$ cat src/rtl/core/lbc_pkg.sv
// Shared widths, register indexes and beat types for the segment clipper.
`default_nettype none
package lbc_pkg;

    // Coordinate and derived widths
    localparam int CW   = 24;   // coordinate, signed
    localparam int EW   = 25;   // window edge and delta, signed
    localparam int QW   = 26;   // distance term q, signed
    localparam int NUMW = 27;   // signed numerator after sign fold
    localparam int DENW = 25;   // |p|, unsigned

    localparam int DEF_PARAM_FRAC_BITS = 16;

    // Configuration port
    localparam int CFG_IDX_W = 2;
    localparam int CFG_DW    = 24;
    localparam logic [CFG_IDX_W-1:0] CFG_BOX_LEFT   = 2'd0;
    localparam logic [CFG_IDX_W-1:0] CFG_BOX_TOP    = 2'd1;
    localparam logic [CFG_IDX_W-1:0] CFG_BOX_WIDTH  = 2'd2;
    localparam logic [CFG_IDX_W-1:0] CFG_BOX_HEIGHT = 2'd3;

    // Input beat
    typedef struct packed {
        logic signed [CW-1:0] start_x;
        logic signed [CW-1:0] start_y;
        logic signed [CW-1:0] end_x;
        logic signed [CW-1:0] end_y;
    } t_seg_in;

    // Output beat
    typedef struct packed {
        logic                 visible;
        logic signed [CW-1:0] clip_start_x;
        logic signed [CW-1:0] clip_start_y;
        logic signed [CW-1:0] clip_end_x;
        logic signed [CW-1:0] clip_end_y;
    } t_seg_out;

    // Per-segment data carried alongside the dividers
    typedef struct packed {
        logic signed [CW-1:0] x0;
        logic signed [CW-1:0] y0;
        logic signed [EW-1:0] dx;
        logic signed [EW-1:0] dy;
        logic [3:0]           pz;    // p exactly zero
        logic [3:0]           pneg;  // p negative (entry edge)
        logic [3:0]           qneg;  // q negative
    } t_side;

endpackage
`default_nettype wire

$ cat src/rtl/core/lbc_div.sv
// Pipelined restoring divider: r = round(q*one/p), saturated to [-1, one+1].
`default_nettype none
module lbc_div
    import lbc_pkg::*;
#(
    parameter int PARAM_FRAC_BITS = DEF_PARAM_FRAC_BITS
) (
    input  wire logic                          i_clk,
    input  wire logic                          i_en,
    input  wire logic signed [NUMW-1:0]        i_num,
    input  wire logic [DENW-1:0]               i_den,
    output logic signed [PARAM_FRAC_BITS+2:0]  o_r
);
    localparam int F   = PARAM_FRAC_BITS;
    localparam int QB  = F + 2;              // quotient bits
    localparam int NW  = NUMW + F + 2;       // signed dividend
    localparam int RW  = NW - 1;             // remainder, unsigned
    localparam int DW  = DENW + 1;           // divisor 2*den
    localparam int XW  = RW + DW + QB;       // compare width
    localparam int RSW = F + 3;

    // Stage 0: dividend 2*num*one + den, divisor 2*den
    logic signed [NW-1:0] r_n;
    logic [DW-1:0]        r_d;
    logic signed [NW-1:0] w_num_x;
    logic signed [NW-1:0] w_den_x;

    assign w_num_x = NW'(i_num);
    assign w_den_x = $signed(NW'(i_den));

    always_ff @(posedge i_clk) begin
        if (i_en) begin
            r_n <= (w_num_x <<< (F + 1)) + w_den_x;
            r_d <= {i_den, 1'b0};
        end
    end

    // Stage 1: sign and saturation checks, seed the bit stages
    logic [RW-1:0] r_rem [QB+1];
    logic [QB-1:0] r_q   [QB+1];
    logic [DW-1:0] r_dv  [QB+1];
    logic          r_ng  [QB+1];
    logic          r_st  [QB+1];
    logic [XW-1:0] w_lim;

    assign w_lim = (XW'(r_d) << F) + (XW'(r_d) << 1);

    always_ff @(posedge i_clk) begin
        if (i_en) begin
            r_rem[0] <= r_n[RW-1:0];
            r_q[0]   <= '0;
            r_dv[0]  <= r_d;
            r_ng[0]  <= r_n[NW-1];
            r_st[0]  <= !r_n[NW-1] && (XW'(r_n[RW-1:0]) >= w_lim);
        end
    end

    // One quotient bit per stage, msb first
    for (genvar k = 0; k < QB; k++) begin : g_bit
        logic [XW-1:0] w_sh;
        logic          w_ge;

        assign w_sh = XW'(r_dv[k]) << (QB - 1 - k);
        assign w_ge = XW'(r_rem[k]) >= w_sh;

        always_ff @(posedge i_clk) begin
            if (i_en) begin
                r_rem[k+1] <= w_ge ? RW'(XW'(r_rem[k]) - w_sh) : r_rem[k];
                r_q[k+1]   <= r_q[k] | (QB'(w_ge) << (QB - 1 - k));
                r_dv[k+1]  <= r_dv[k];
                r_ng[k+1]  <= r_ng[k];
                r_st[k+1]  <= r_st[k];
            end
        end
    end

    // Final: apply saturation
    always_ff @(posedge i_clk) begin
        if (i_en) begin
            if (r_ng[QB]) begin
                o_r <= -RSW'(1);
            end else if (r_st[QB]) begin
                o_r <= (RSW'(1) <<< F) + RSW'(1);
            end else begin
                o_r <= $signed({1'b0, r_q[QB]});
            end
        end
    end

endmodule
`default_nettype wire

$ cat config.mk
export PLATFORM = sky130hd
export DESIGN_NAME = lbc_div
export DESIGN_NICKNAME = d
export VERILOG_FILES = /design/src/rtl/core/lbc_pkg.sv /design/src/rtl/core/lbc_div.sv
export SDC_FILE = /design/constraint.sdc
export NUM_CORES = 2
export LEC_CHECK = 0
export BUFFER_PORTS_ARGS = -buffer_cell sky130_fd_sc_hd__buf_2
export CAP_MARGIN = 25
export CORE_MARGIN = 1.5
export CORE_UTILIZATION = 64
export DETAILED_ROUTE_END_ITERATION = 8
export MAX_ROUTING_LAYER = met4
export PLACE_DENSITY_LB_ADDON = 0.25
export SLEW_MARGIN = 20
export SYNTH_ARGS = -nofsm -noshare
export SYNTH_HDL_FRONTEND = slang
export SYNTH_SLANG_ARGS = --single-unit
export TNS_END_PERCENT = 10
$ cat constraint.sdc
create_clock -name i_clk -period 5.2 [get_ports i_clk]
set_clock_uncertainty 0.1 [all_clocks]
set_input_delay 1.04 -clock i_clk [delete_from_list [all_inputs] [get_ports i_clk]]
set_output_delay 1.04 -clock i_clk [all_outputs]
set_load 0.01 [all_outputs]
==> impl_metrics.json <==
{
  "final_cell_mix": "edfxtp_1, inv_1, a21oi_1, ha_1, nor2_1",
  "synth.yosys.seq_area_share": 0.544,
  "htree_levels": 4,
  "synth_edf_count": 1337,
  "gr-total-overflow": 0,
  "cts_setup_buffers": 0,
  "clk_pin_slew_ns": 0.06,
  "critPathArrivalTime_ns": 5.09,
  "synth_ff_type": "edfxtp_1",
  "grt_pass1_wl_um": 261000,
  "path_max_fanout": 7,
  "rows": 124,
  "grt_pass1_vias": 49200,
  "hp-class": "flop to flop",
  "netlist_area_um2": 73800,
  "end_kind": "flop",
  "cts_root_buffer": "clkbuf_16",
  "slew_violations": 0,
  "cts_tree": "done",
  "firstDrtPassIters": 6,
  "place_inst": 8025,
  "final_area_um2": 81100,
  "synth-seq-cells": 1337,
  "ir_drop_uv": 334,
  "clkPwrFrac": 0.240,
  "totalNegativeSetupSlack_ns": 0,
  "crit_required_ns": 5.71,
  "fp.dieH_um": 343,
  "vias_per_cell": 6.06,
  "setup_viol": 0,
  "outcome": "complete, no violations",
  "wirelength_um": 167000,
  "grt_max_degree": 130,
  "p_sw_mw": 15.1,
  "critPathKind": "flop to flop",
  "place.gp.congestion": 0.943,
  "insertion_delay_ns": 0.77,
  "numCtsBuffers": 143,
  "start_util": 0.645,
  "cp-start-kind": "flop",
  "drive_gt1_frac": 0.0731,
  "ys_warn_count": 0,
  "fp.dieW_um": 343,
  "fill_cells": 8010,
  "tightest_slew_ns": 0.972,
  "antennaDiodeCount": 0,
  "synth_area_leader_cell": "edfxtp_1",
  "gr-usage-all-layers": 0.292,
  "post-route-period-util": 0.881,
  "yosysUniqueCellTypes": 92,
  "yosysTopAreaCellShare": 0.544,
  "hold_viol": 0,
  "multi_input_area_um2": 30900,
  "dpl_cell_area_um2": 76200,
  "final_cells": 8288,
  "antenna_found_initial": 0,
  "io_buffers": 72,
  "num_vias": 50200,
  "combPwrFrac": 0.370,
  "synth_nets": 7090,
  "p_leak_nw": 32.3,
  "final_nets": 7240,
  "final_common_cell": "edfxtp_1",
  "final_util": 0.710,
  "power.density_nw_per_um2": 534,
  "hold_buffers": 0,
  "detail-route-antenna-nets": 0,
  "hpwl_um": 125000,
  "clkSinkCount": 1337,
  "die_area_um2": 117000,
  "max_slew_margin": 0.352,
  "drc": 0,
  "ys_top_cells_by_area": "edfxtp_1, ha_1, xnor2_1",
  "area_growth_pct": 9.98,
  "cts_resized": 0,
  "synth_cells": 6509,
  "r2r_slack_ns": 0.62,
  "wl_per_cell_um": 20.1,
  "swShare": 0.348,
  "p_int_mw": 28.3,
  "synthArstFlopShare": 0,
  "clockBufferDepth": 3,
  "io_pins": 73,
  "power_mw": 43.4,
  "coreArea_um2": 114000,
  "drtIter0Drc": 4220,
  "maxCapViolCount": 0,
  "power_frac_seq": 0.390,
  "seq_area_um2": 40100,
  "rsz0062_at_grt": "no",
  "fmax_mhz": 218,
  "fin_crit_ns": 4.58,
  "post_synth.cell_area_avg_um2": 11.3
}
## power groups by stage
stage	Combinational (mW)	Sequential, mW	Clock, mW
after detailed placement	15.7	17.1	0
after CTS	15.9	16.9	10.6
after global routing	17.8	17.1	11.0
after floorplan	12.3	16.3	0
after global placement	15.4	17.0	0
final	16.0	16.9	10.4
## routing by layer
metal | part of all wire | wire (µm) | GRT usage | vias up
li1 | - | - | - | 24200
met1 | 0.41 | 69200 | 0.358 | 24100
met2 | 0.50 | 83100 | 0.494 | 1462
met3 | 0.049 | 8160 | 0.0380 | 359
met4 | 0.039 | 6430 | 0.115 | 0
met5 | 0 | 0 | - | -
## stage by stage
stage                     setup WS, ns  hold slack (ns)
after floorplan                   1.29            0.300
after global placement           0.662            0.300
after detailed placement         0.710            0.305
after CTS                        0.674            0.304
after global routing             0.196            0.314
final                            0.620            0.314
## state kept, by name (all words and copies together) (netlist names)
name   cells
r_st      19
r_d        8
r_n       45
r_dv     264
o_r       19
r_ng      19
r_rem    792
r_q      171
## area by class of cell
cell class	instances	share of cell area
Tap cell	1512	0.0233
Timing Repair Buffer	140	0.0136
Clock inverter	94	0.0146
Clock buffer	168	0.0453
Inverter	597	0.0276
Sequential cell	1337	0.495
Multi-Input combinational cell	4440	0.381
## logic make-up (layout without fill, tap and decap cells)
| family | after synthesis | count (layout) | share of synthesized area |
|---|---|---|---|
| buffers and inverters | 732 | 999 | 0.0378 |
| AO/OA/AOI/OAI | 1592 | 1592 | 0.134 |
| XOR/XNOR | 549 | 549 | 0.0652 |
| AND/OR/NAND/NOR | 1675 | 1675 | 0.112 |
| flip-flops | 1337 | 1337 | 0.544 |
| adder cells (fa/ha/maj) | 527 | 527 | 0.0913 |
| multiplexers | 97 | 97 | 0.0147 |
## cell usage after synthesis (28+ instances only)
| library cell | number |
|---|---|
| nor3_1 | 99 |
| ha_1 | 508 |
| inv_1 | 596 |
| xnor2_1 | 327 |
| o21ai_0 | 333 |
| and3_1 | 40 |
| edfxtp_1 | 1337 |
| a21oi_1 | 567 |
| o21a_1 | 65 |
| o31ai_1 | 31 |
| and2_1 | 28 |
| or3_1 | 45 |
| clkbuf_1 | 102 |
| nor2_1 | 482 |
| o21bai_1 | 46 |
| a211oi_1 | 37 |
| nor2b_1 | 67 |
| nor4_1 | 64 |
| a21o_1 | 262 |
| mux2_2 | 89 |
| nand2_1 | 415 |
| xor2_1 | 222 |
| nand2b_1 | 85 |
| nand3_1 | 98 |
| a31oi_1 | 46 |
| nand4_1 | 101 |
## worst max-delay path, cell delays in order (launching register included)
cell	delay, ns
edfxtp_1	0.47
ha_1	0.22
inv_1	0.06
fa_1	0.39
nor2b_1	0.13
o21ai_0	0.10
a21oi_1	0.18
o21ai_0	0.13
a21oi_1	0.20
o21ai_0	0.11
nand2b_1	0.17
a21oi_1	0.09
buf_4	0.18
nor3_1	0.19
xnor2_1	0.10
ha_1	0.30
nand4_1	0.18
nor4_1	0.38
a31oi_1	0.18
a211o_1	0.35
o2111ai_1	0.11
o21a_1	0.13
## final timing paths
check | from | end | cells after the start
worst max-delay path | r_n[15] | r_st[0] | 21
worst min-delay path | r_q[15][13] | r_q[16][13] | 0
worst max register to register | r_n[15] | r_st[0] | 21
worst min register to register | r_q[15][13] | r_q[16][13] | 0
Note: power is estimated with default switching activity, not from simulation.
