## config.mk

```make
export PLATFORM = sky130hd
export DESIGN_NAME = lbc_endp
export DESIGN_NICKNAME = d
export VERILOG_FILES = /design/src/rtl/core/lbc_pkg.sv /design/src/rtl/core/lbc_endp.sv
export SDC_FILE = /design/constraint.sdc
export NUM_CORES = 1
export LEC_CHECK = 0
export BUFFER_PORTS_ARGS = -buffer_cell sky130_fd_sc_hd__buf_2
export CAP_MARGIN = 40
export CORE_MARGIN = 2
export CORE_UTILIZATION = 55
export CTS_BUF_LIST = sky130_fd_sc_hd__clkbuf_4
export CTS_CLUSTER_DIAMETER = 100
export CTS_CLUSTER_SIZE = 20
export DETAILED_ROUTE_END_ITERATION = 6
export PLACE_DENSITY = 0.76
export SLEW_MARGIN = 10
export SYNTH_ARGS = -nofsm -noshare
export SYNTH_HDL_FRONTEND = slang
export SYNTH_SLANG_ARGS = --single-unit
```

## constraint.sdc

```tcl
create_clock -name i_clk -period 18.5 [get_ports i_clk]
set_input_delay 0.925 -clock i_clk [delete_from_list [all_inputs] [get_ports i_clk]]
set_output_delay 0.925 -clock i_clk [all_outputs]
set_load 0.05 [all_outputs]
```

## src/rtl/core/lbc_pkg.sv

```systemverilog
// Shared widths, register indexes and beat types for the segment clipper.
`default_nettype none
package lbc_pkg;

    // Coordinate and derived widths
    localparam int CW   = 24;   // coordinate, signed
    localparam int EW   = 25;   // window edge and delta, signed
    localparam int QW   = 26;   // distance term q, signed
    localparam int NUMW = 27;   // signed numerator after sign fold
    localparam int DENW = 25;   // |p|, unsigned

    localparam int DEF_PARAM_FRAC_BITS = 16;

    // Configuration port
    localparam int CFG_IDX_W = 2;
    localparam int CFG_DW    = 24;
    localparam logic [CFG_IDX_W-1:0] CFG_BOX_LEFT   = 2'd0;
    localparam logic [CFG_IDX_W-1:0] CFG_BOX_TOP    = 2'd1;
    localparam logic [CFG_IDX_W-1:0] CFG_BOX_WIDTH  = 2'd2;
    localparam logic [CFG_IDX_W-1:0] CFG_BOX_HEIGHT = 2'd3;

    // Input beat
    typedef struct packed {
        logic signed [CW-1:0] start_x;
        logic signed [CW-1:0] start_y;
        logic signed [CW-1:0] end_x;
        logic signed [CW-1:0] end_y;
    } t_seg_in;

    // Output beat
    typedef struct packed {
        logic                 visible;
        logic signed [CW-1:0] clip_start_x;
        logic signed [CW-1:0] clip_start_y;
        logic signed [CW-1:0] clip_end_x;
        logic signed [CW-1:0] clip_end_y;
    } t_seg_out;

    // Per-segment data carried alongside the dividers
    typedef struct packed {
        logic signed [CW-1:0] x0;
        logic signed [CW-1:0] y0;
        logic signed [EW-1:0] dx;
        logic signed [EW-1:0] dy;
        logic [3:0]           pz;    // p exactly zero
        logic [3:0]           pneg;  // p negative (entry edge)
        logic [3:0]           qneg;  // q negative
    } t_side;

endpackage
`default_nettype wire

```

## src/rtl/core/lbc_endp.sv

```systemverilog
// One clipped coordinate: base + round(u * d / one), zero when invisible.
`default_nettype none
module lbc_endp
    import lbc_pkg::*;
#(
    parameter int PARAM_FRAC_BITS = DEF_PARAM_FRAC_BITS
) (
    input  wire logic                          i_clk,
    input  wire logic                          i_en,
    input  wire logic                          i_vis,
    input  wire logic signed [PARAM_FRAC_BITS+2:0] i_u,
    input  wire logic signed [EW-1:0]          i_d,
    input  wire logic signed [CW-1:0]          i_base,
    output logic signed [CW-1:0]               o_val
);
    localparam int F  = PARAM_FRAC_BITS;
    localparam int PW = F + 3 + EW;

    logic signed [PW-1:0] r_prod;
    logic signed [CW-1:0] r_base;
    logic                 r_vis;
    logic signed [PW-1:0] w_rnd;

    // Multiply stage
    always_ff @(posedge i_clk) begin
        if (i_en) begin
            r_prod <= PW'(i_u) * PW'(i_d);
            r_base <= i_base;
            r_vis  <= i_vis;
        end
    end

    // Round to nearest, ties up, then offset
    assign w_rnd = (r_prod + (PW'(1) <<< (F - 1))) >>> F;

    always_ff @(posedge i_clk) begin
        if (i_en) begin
            o_val <= r_vis ? r_base + CW'(w_rnd) : '0;
        end
    end

endmodule
`default_nettype wire
```

==> run summary, run 1 <==
• sky130_fd_sc_hd__fa_1 — area leader, netlist
• input port — startpoint types
• o_val[21] — FF-to-FF End
• 7.59 ns — data arrival at the endpoint of the critical path
• 11.58% — portion of the post-synthesis area used by sequential elements
• 51 — count of cell types in the netlist
• 14.51 ns — worst-case register-to-register setup slack
• 17.43 um — Routed wire per std cell
• 10.62 ns — worst slack at placement
• flop — endpoint kind of the worst setup timing path
• 2 — maximum root-to-sink buffer count
• 36390 um2 — Die ar.
• 9 — Inserted Clock Buffers
• 0 — number of max-cap violations
• r_base[9] — WHS Endpoint
• 2650 — net total in the final layout
• r_prod[15] — reg-to-reg critical path startpoint
• 0 — buffers inserted during post-CTS setup optimization
• 25 — biggest fanout along the worst timing path
• 134.6 MHz — achievable clock frequency
• 68 — row count
• 25.12% — All-Layer GR Usage
• 0% — async set or reset register ratio after synthesis
• input port to flop — Worst Path Class, Setup
• 6.017% — fraction of layout instances using a drive strength above 1
• 18.66 ns — Crit path required time
• 3027 — total of fill cells in the finished design
• 0 ns — Post-Route Setup TNS
• 19180 um2 — netlist area before placement
• 0 — number of warnings reported in the yosys synthesis log
• 1 — Hold Path Stages
• 2627 — syn_nets
• sky130_fd_sc_hd__edfxtp_1 — Post-synth top flop
• sky130_fd_sc_hd__fa_1 46%, sky130_fd_sc_hd__edfxtp_1 12%, sky130_fd_sc_hd__ha_1 8.8% — ranking of synthesized cells by area
• 0 — number of gates resized after CTS
• 94 — # port buffers
• 0 — total count of max-transition violations in the final report
• 0.11 ns — clock transition at the registers of the reported paths
• i_base[9] — worst min-delay path startpoint
• 75 — pin count of the biggest net entering global routing
• input port to flop — worst min-delay path category
• 190.8 um — horizontal die dimension
• 0.7256 ns — transition time at the pin with the least slew margin
• 0 — Final Hold Viols
• 74 — number of enable flip-flop cells after synthesis
• 40.17% — post-route clock period utilization
• 51.02% — Slew Limit Headroom
• 190.8 um — Die Span Y
• 4.553% — area added between synthesis and finish
• 5.412 — vias per inst
• 13346 — via count
• 7 — first drt pass iteration count
• 42970 um — wire length reported by the detailed router
• 0 — number of inserted diodes
• 9.673 um2 — post-synthesis area per instance
• 95 — io pins
• 55.67% — Initial Utilization
• 11.07 ns — final worst setup slack
• 0 — antenna violations before repair
• complete, but fails checks — outcome
• 74 — synthesis-stage register bit count
• 0.42 ns — worst-skew pair later-pin latency
• 0 — final-report setup violation count
• 776 — Iter 0 DRT Violations
• 71810 um — wire length of the first global-routing pass
• built — CTS tree
• 0 — overflow left after global routing
• 1983 — synthesized instance count
• 16 — worst-case reg-to-reg path depth
• 58.20% — post-layout utilization of the core
• 7.432 ns — shortest period the worst path allows
• 34460 um2 — total core area
• sky130_fd_sc_hd__clkbuf_4 — buffer type at the clock tree root
• 14613 — via count of the first global-routing pass
• 74 — TritonCTS Sinks
• 0.8827 — global placement routability congestion
• DRC — violated checks
• 10 — DRC violation count after routing
• 0.01393 ns — Clock Skews
• 0 — hold bufs inserted after CTS
• 45.71% — share of Yosys cell area claimed by the top area cell type
• 3 — number of H-tree levels
• 0 — Antenna Violating Nets Remaining
• false — RSZ-0062 raised after global routing
• 35320 um — half-perimeter wire length of the detailed placement result
[cell families after synthesis]
logic type / Yosys count / share of synthesized area (%)
AO/OA/AOI/OAI: 114 / 4.227
adder cells (fa/ha/maj): 573 / 54.52
XOR/XNOR: 81 / 3.698
buffers and inverters: 525 / 10.27
AND/OR/NAND/NOR: 616 / 15.70
flip-flops: 74 / 11.58
[Yosys cell counts (all sizes together) (5+ instances only)]
library cell    n
a2111oi         5
a21o           22
a21oi          24
and2          193
and3            9
clkbuf         82
edfxtp         74
fa            438
ha            135
inv           440
nand2         286
nand2b         11
nand3          18
nand4           9
nor2           39
nor2b          22
nor3           19
o21a           10
o21ai          22
o21bai          5
xnor2          54
xor2           27
[final cells by class]
| cell class | count | area, um2 | share of cell area [%] |
|---|---|---|---|
| repair buffers | 96 | 505.5 | 2.520 |
| clock buffers | 13 | 97.59 | 0.4866 |
| flip-flops and latches | 74 | 2222 | 11.08 |
| inverters | 441 | 1655 | 8.254 |
| clock inverters | 3 | 16.27 | 0.08110 |
| multi-input cells | 1384 | 14990 | 74.74 |
| well taps | 455 | 569.3 | 2.839 |
[metrics by stage]
stage	cells	area [um2]	hold WS (ns)
floorplan	1983	19180	0.5933
global placement	2449	19910	0.6641
detailed placement	2449	19910	0.6631
CTS	2465	20030	0.6419
global route	2466	20060	0.6244
finish	2466	20060	0.6693
[placed cells by master, fill, tap and decap left out, drive strengths merged, types with 2 or more instances in the layout]
master / n
clkbuf: 13
buf: 96
or3: 2
nand2: 286
a21oi: 24
nor2b: 22
o21a: 10
o21ai: 22
nor2: 39
o211ai: 2
a211o: 2
nand3: 18
nand2b: 11
o22ai: 3
nor4: 2
a21o: 22
xnor2: 54
a31oi: 4
xor2: 27
nor3: 19
and2: 193
inv: 440
edfxtp: 74
o31ai: 3
and4: 2
and3: 9
a211oi: 3
fa: 438
a2111oi: 5
nand4: 9
o21bai: 5
clkinv: 3
a221oi: 2
or2: 2
ha: 135
[worst max path at each step]
stage	slack, ns	endpoint	cells after the start	start
3_5_place_dp	10.62	r_prod[39]	20	i_u[1]
2_1_floorplan	11.42	r_prod[39]	19	i_d[24]
6_report	11.07	r_prod[39]	20	i_u[1]
5_1_grt	10.73	r_prod[39]	20	i_u[1]
4_1_cts	11.08	r_prod[39]	20	i_u[1]
3_3_place_gp	10.75	r_prod[39]	20	i_u[1]
[critical path: stages]
cell                        delay [ns]
sky130_fd_sc_hd__buf_2            0.24
sky130_fd_sc_hd__and2_1           0.29
sky130_fd_sc_hd__fa_1             0.76
sky130_fd_sc_hd__fa_1             0.53
sky130_fd_sc_hd__fa_1             0.83
sky130_fd_sc_hd__inv_1            0.17
sky130_fd_sc_hd__fa_1             0.51
sky130_fd_sc_hd__inv_1            0.05
sky130_fd_sc_hd__fa_1             0.55
sky130_fd_sc_hd__fa_1             0.41
sky130_fd_sc_hd__ha_1             0.29
sky130_fd_sc_hd__ha_1             0.36
sky130_fd_sc_hd__a21o_1           0.18
sky130_fd_sc_hd__a21o_1           0.17
sky130_fd_sc_hd__a211o_1          0.31
sky130_fd_sc_hd__nor2_1           0.10
sky130_fd_sc_hd__o21ai_1          0.08
sky130_fd_sc_hd__a41o_1           0.28
sky130_fd_sc_hd__a2111oi_0        0.42
sky130_fd_sc_hd__nor3_1           0.12
[state kept, by name (all words and copies together), names as in the netlist]
name	flops
o_val	24
r_base	24
r_prod	25
r_vis	1
[routing by layer]
metal  wire (um)  GRT usage, %  vias up
met4        1866         9.809        0
li1            -             -     5938
met2       22530         45.00      433
met1       16530         31.03     6861
met3        2040         2.889      114
met5           0             0        -
Power of run 1 is not shown: default switching activity piles up to over one toggle a cycle in this logic, so the estimate is an artifact.
==> inputs of run 2 (changes only) <==
ABC_AREA = 1   (was not set)
PLACE_DENSITY = 0.75   (was 0.76)
clock period = 7.7 ns   (was 18.5 ns; I/O delays follow)
==> run summary, run 2 <==
• completed — outcome, was complete, but fails checks
• 0 ns — Post-Route Setup TNS, unchanged
• 29.18% — All-Layer GR Usage, was 25.12%
• 2606 — synthesized instance count, was 1983
• 7.91 ns — Crit path required time, was 18.66 ns
• 39490 um2 — Die ar., was 36390 um2
• 89270 um — wire length of the first global-routing pass, was 71810 um
• 95 — io pins, unchanged
• 6.271 ns — shortest period the worst path allows
• 42.05% — share of Yosys cell area claimed by the top area cell type, was 45.71%
• 3250 — syn_nets, was 2627
• 5 — first drt pass iteration count, was 7
• 731 x sky130_fd_sc_hd__inv_1, 705 x sky130_fd_sc_hd__nand2_1, 438 x sky130_fd_sc_hd__fa_1 — leading post-synthesis cells by instance count, was 440 x sky130_fd_sc_hd__inv_1, 438 x sky130_fd_sc_hd__fa_1, 286 x sky130_fd_sc_hd__nand2_1
• 0.44 ns — worst-skew pair later-pin latency, was 0.42 ns
• 3255 — net total in the final layout, was 2650
• 55.62% — Initial Utilization, was 55.67%
• 5.247 — vias per inst, was 5.412
• 0 — number of warnings reported in the yosys synthesis log, unchanged
• 0 — number of inserted diodes, unchanged
• 0% — async set or reset register ratio after synthesis, unchanged
• 5.352% — fraction of layout instances using a drive strength above 1, was 6.017%
• input port — startpoint types, unchanged
• 26090 um — routed wl met2, was 22530 um
• 25 — number of flip-flops in the largest register, unchanged
• flop — endpoint kind of the worst setup timing path, unchanged
• sky130_fd_sc_hd__fa_1 42%, sky130_fd_sc_hd__inv_1 13%, sky130_fd_sc_hd__nand2_1 13% — ranking of synthesized cells by area, was sky130_fd_sc_hd__fa_1 46%, sky130_fd_sc_hd__edfxtp_1 12%, sky130_fd_sc_hd__ha_1 8.8%
• 16.94 um — Routed wire per std cell, was 17.43 um
• 0 — final-report setup violation count, unchanged
• 4.267% — area added between synthesis and finish, was 4.553%
• 0.9112 — global placement routability congestion, was 0.8827
• 0 — Antenna Violating Nets Remaining, unchanged
• 71 — row count, was 68
• r_prod — top register by number of flip-flops, unchanged
• 0.9719 ns — worst slack at placement, was 10.62 ns
• false — RSZ-0062 raised after global routing, unchanged
• 9 — Inserted Clock Buffers, unchanged
• input port to flop — worst min-delay path category, unchanged
• 10.66% — portion of the post-synthesis area used by sequential elements, was 11.58%
• 8.001 um2 — post-synthesis area per instance, was 9.673 um2
• 1.429 ns — final worst setup slack, was 11.07 ns
• 0 — total count of max-transition violations in the final report, unchanged
• sky130_fd_sc_hd__inv_1 — most repeated cell in the gate-level netlist after synthesis, unchanged
• sky130_fd_sc_hd__edfxtp_1 — Post-synth top flop, unchanged
• 74 — synthesis-stage register bit count, unchanged
• 74 — number of enable flip-flop cells after synthesis, unchanged
• 46 — pin count of the biggest net entering global routing, was 75
• 16407 — via count, was 13346
• sky130_fd_sc_hd__inv_1 — most common library cell in the layout ignoring fill and taps, unchanged
• 20850 um2 — netlist area before placement, was 19180 um2
• 0 — number of gates resized after CTS, unchanged
• 81.44% — post-route clock period utilization
• 0 — buffers inserted during post-CTS setup optimization, unchanged
• 3 — number of H-tree levels, unchanged
• 1 — antenna violations before repair, was 0
• 6.49 ns — data arrival at the endpoint of the critical path, was 7.59 ns
• sky130_fd_sc_hd__clkbuf_4 — buffer type at the clock tree root, unchanged
• 2222 um2 — Seq. cell area, unchanged
• sky130_fd_sc_hd__fa_1 — area leader, netlist, unchanged
• 25 — biggest fanout along the worst timing path, unchanged
• 0.8710 ns — transition time at the pin with the least slew margin, was 0.7256 ns
• 52970 um — wire length reported by the detailed router, was 42970 um
• 0 — Final Hold Viols, unchanged
• built — CTS tree, unchanged
• 0 — hold bufs inserted after CTS, unchanged
• 198.7 um — horizontal die dimension, was 190.8 um
• met4 — highest routed layer, unchanged
• 17911 — via count of the first global-routing pass, was 14613
• 4.20 ns — worst-case register-to-register setup slack, was 14.51 ns
• 198.7 um — Die Span Y, was 190.8 um
• input port to flop — Worst Path Class, Setup, unchanged
• 20870 um — Met1 Wirelength, was 16530 um
• 74 — TritonCTS Sinks, unchanged
• 0.02034 ns — Clock Skews, was 0.01393 ns
• 39 — count of cell types in the netlist, was 51
• 0.13 ns — clock transition at the registers of the reported paths, was 0.11 ns
• 159.5 MHz — achievable clock frequency
• 94 — # port buffers, unchanged
• 2 — maximum root-to-sink buffer count, unchanged
• r_prod: 25 flops, o_val: 24 flops, r_base: 24 flops — registers with the highest flip-flop counts, unchanged
• 15470 um2 — Multi-input gate area, was 14990 um2
• 0 — number of max-cap violations, unchanged
• 43000 um — half-perimeter wire length of the detailed placement result, was 35320 um
• 3804 um — total length of routed met3 wires, was 2040 um
• 41.87% — Slew Limit Headroom, was 51.02%
• 867 — Iter 0 DRT Violations, was 776
• 731 x sky130_fd_sc_hd__inv_1, 705 x sky130_fd_sc_hd__nand2_1, 438 x sky130_fd_sc_hd__fa_1, 135 x sky130_fd_sc_hd__ha_1, 121 x sky130_fd_sc_hd__nor2_1 — highest-count cells in the layout ignoring fill and taps, was 440 x sky130_fd_sc_hd__inv_1, 438 x sky130_fd_sc_hd__fa_1, 286 x sky130_fd_sc_hd__nand2_1, 193 x sky130_fd_sc_hd__and2_1, 135 x sky130_fd_sc_hd__ha_1
• 37490 um2 — total core area, was 34460 um2
• 3451 — total of fill cells in the finished design, was 3027
• 0 — overflow left after global routing, unchanged
• 0 — DRC violation count after routing, was 10
==> run 2: area by class of cell <==
type / count / area share [%]
inverter: 733 / 12.66
clock buffer: 11 / 0.3798
sequential: 74 / 10.22
multi-input combinational: 1694 / 71.16
tap: 511 / 2.941
clock inverter: 5 / 0.2532
timing repair buffer: 99 / 2.394
==> run 2: per-layer routing <==
layer	global-route usage, %	up-vias
met5	0	-
met4	11.36	0
met3	4.086	161
met2	51.20	671
met1	36.58	8080
li1	-	7495
==> run 2: critical path, cell delays in order <==
cell and delay (ns):
sky130_fd_sc_hd__buf_2 0.46, sky130_fd_sc_hd__nand2_1 0.10, sky130_fd_sc_hd__inv_1 0.18, sky130_fd_sc_hd__fa_1 0.56, sky130_fd_sc_hd__fa_1 0.58, sky130_fd_sc_hd__fa_1 0.80
sky130_fd_sc_hd__inv_1 0.18, sky130_fd_sc_hd__fa_1 0.49, sky130_fd_sc_hd__fa_1 0.52, sky130_fd_sc_hd__fa_1 0.49, sky130_fd_sc_hd__inv_1 0.04, sky130_fd_sc_hd__ha_1 0.27
sky130_fd_sc_hd__ha_1 0.35, sky130_fd_sc_hd__inv_1 0.07, sky130_fd_sc_hd__nor3_1 0.29, sky130_fd_sc_hd__nand2_1 0.11, sky130_fd_sc_hd__nor2_1 0.15, sky130_fd_sc_hd__nand2_1 0.08
sky130_fd_sc_hd__inv_1 0.05, sky130_fd_sc_hd__nand2_1 0.05, sky130_fd_sc_hd__nand3_1 0.10, sky130_fd_sc_hd__inv_1 0.05, sky130_fd_sc_hd__nand2_1 0.05, sky130_fd_sc_hd__nand2_1 0.04
==> run 2: cells by family (layout without fill, tap and decap cells) <==
kind of cell	count (synthesis)	after routing	share of synthesized area [%]
buffers and inverters	838	848	15.15
XOR/XNOR	53	53	2.262
AO/OA/AOI/OAI	146	146	3.996
adder cells (fa/ha/maj)	573	573	50.15
flip-flops	74	74	10.66
AND/OR/NAND/NOR	922	922	17.78
==> run 2: worst paths after layout <==
check                   from    endpoint  depth (start not counted)
setup / recovery      i_u[1]  r_prod[39]                         24
hold / removal     i_base[5]   r_base[5]                          1
setup reg to reg  r_prod[15]   o_val[20]                         19
hold reg to reg    r_base[0]    o_val[0]                          3
==> run 2: stage by stage <==
| step | hold slack, ns | instance area (um2) | std cells | util, % |
|---|---|---|---|---|
| floorplan | 0.4839 | 20850 | 2606 | - |
| global placement | 0.5621 | 21580 | 3110 | 57.57 |
| detailed placement | 0.5631 | 21600 | 3111 | 57.63 |
| CTS | 0.08427 | 21740 | 3127 | 57.99 |
| global route | 0.07766 | 21740 | 3127 | 57.99 |
| finish | 0.1118 | 21740 | 3127 | 57.99 |
Power of run 2 is left out for the same reason.
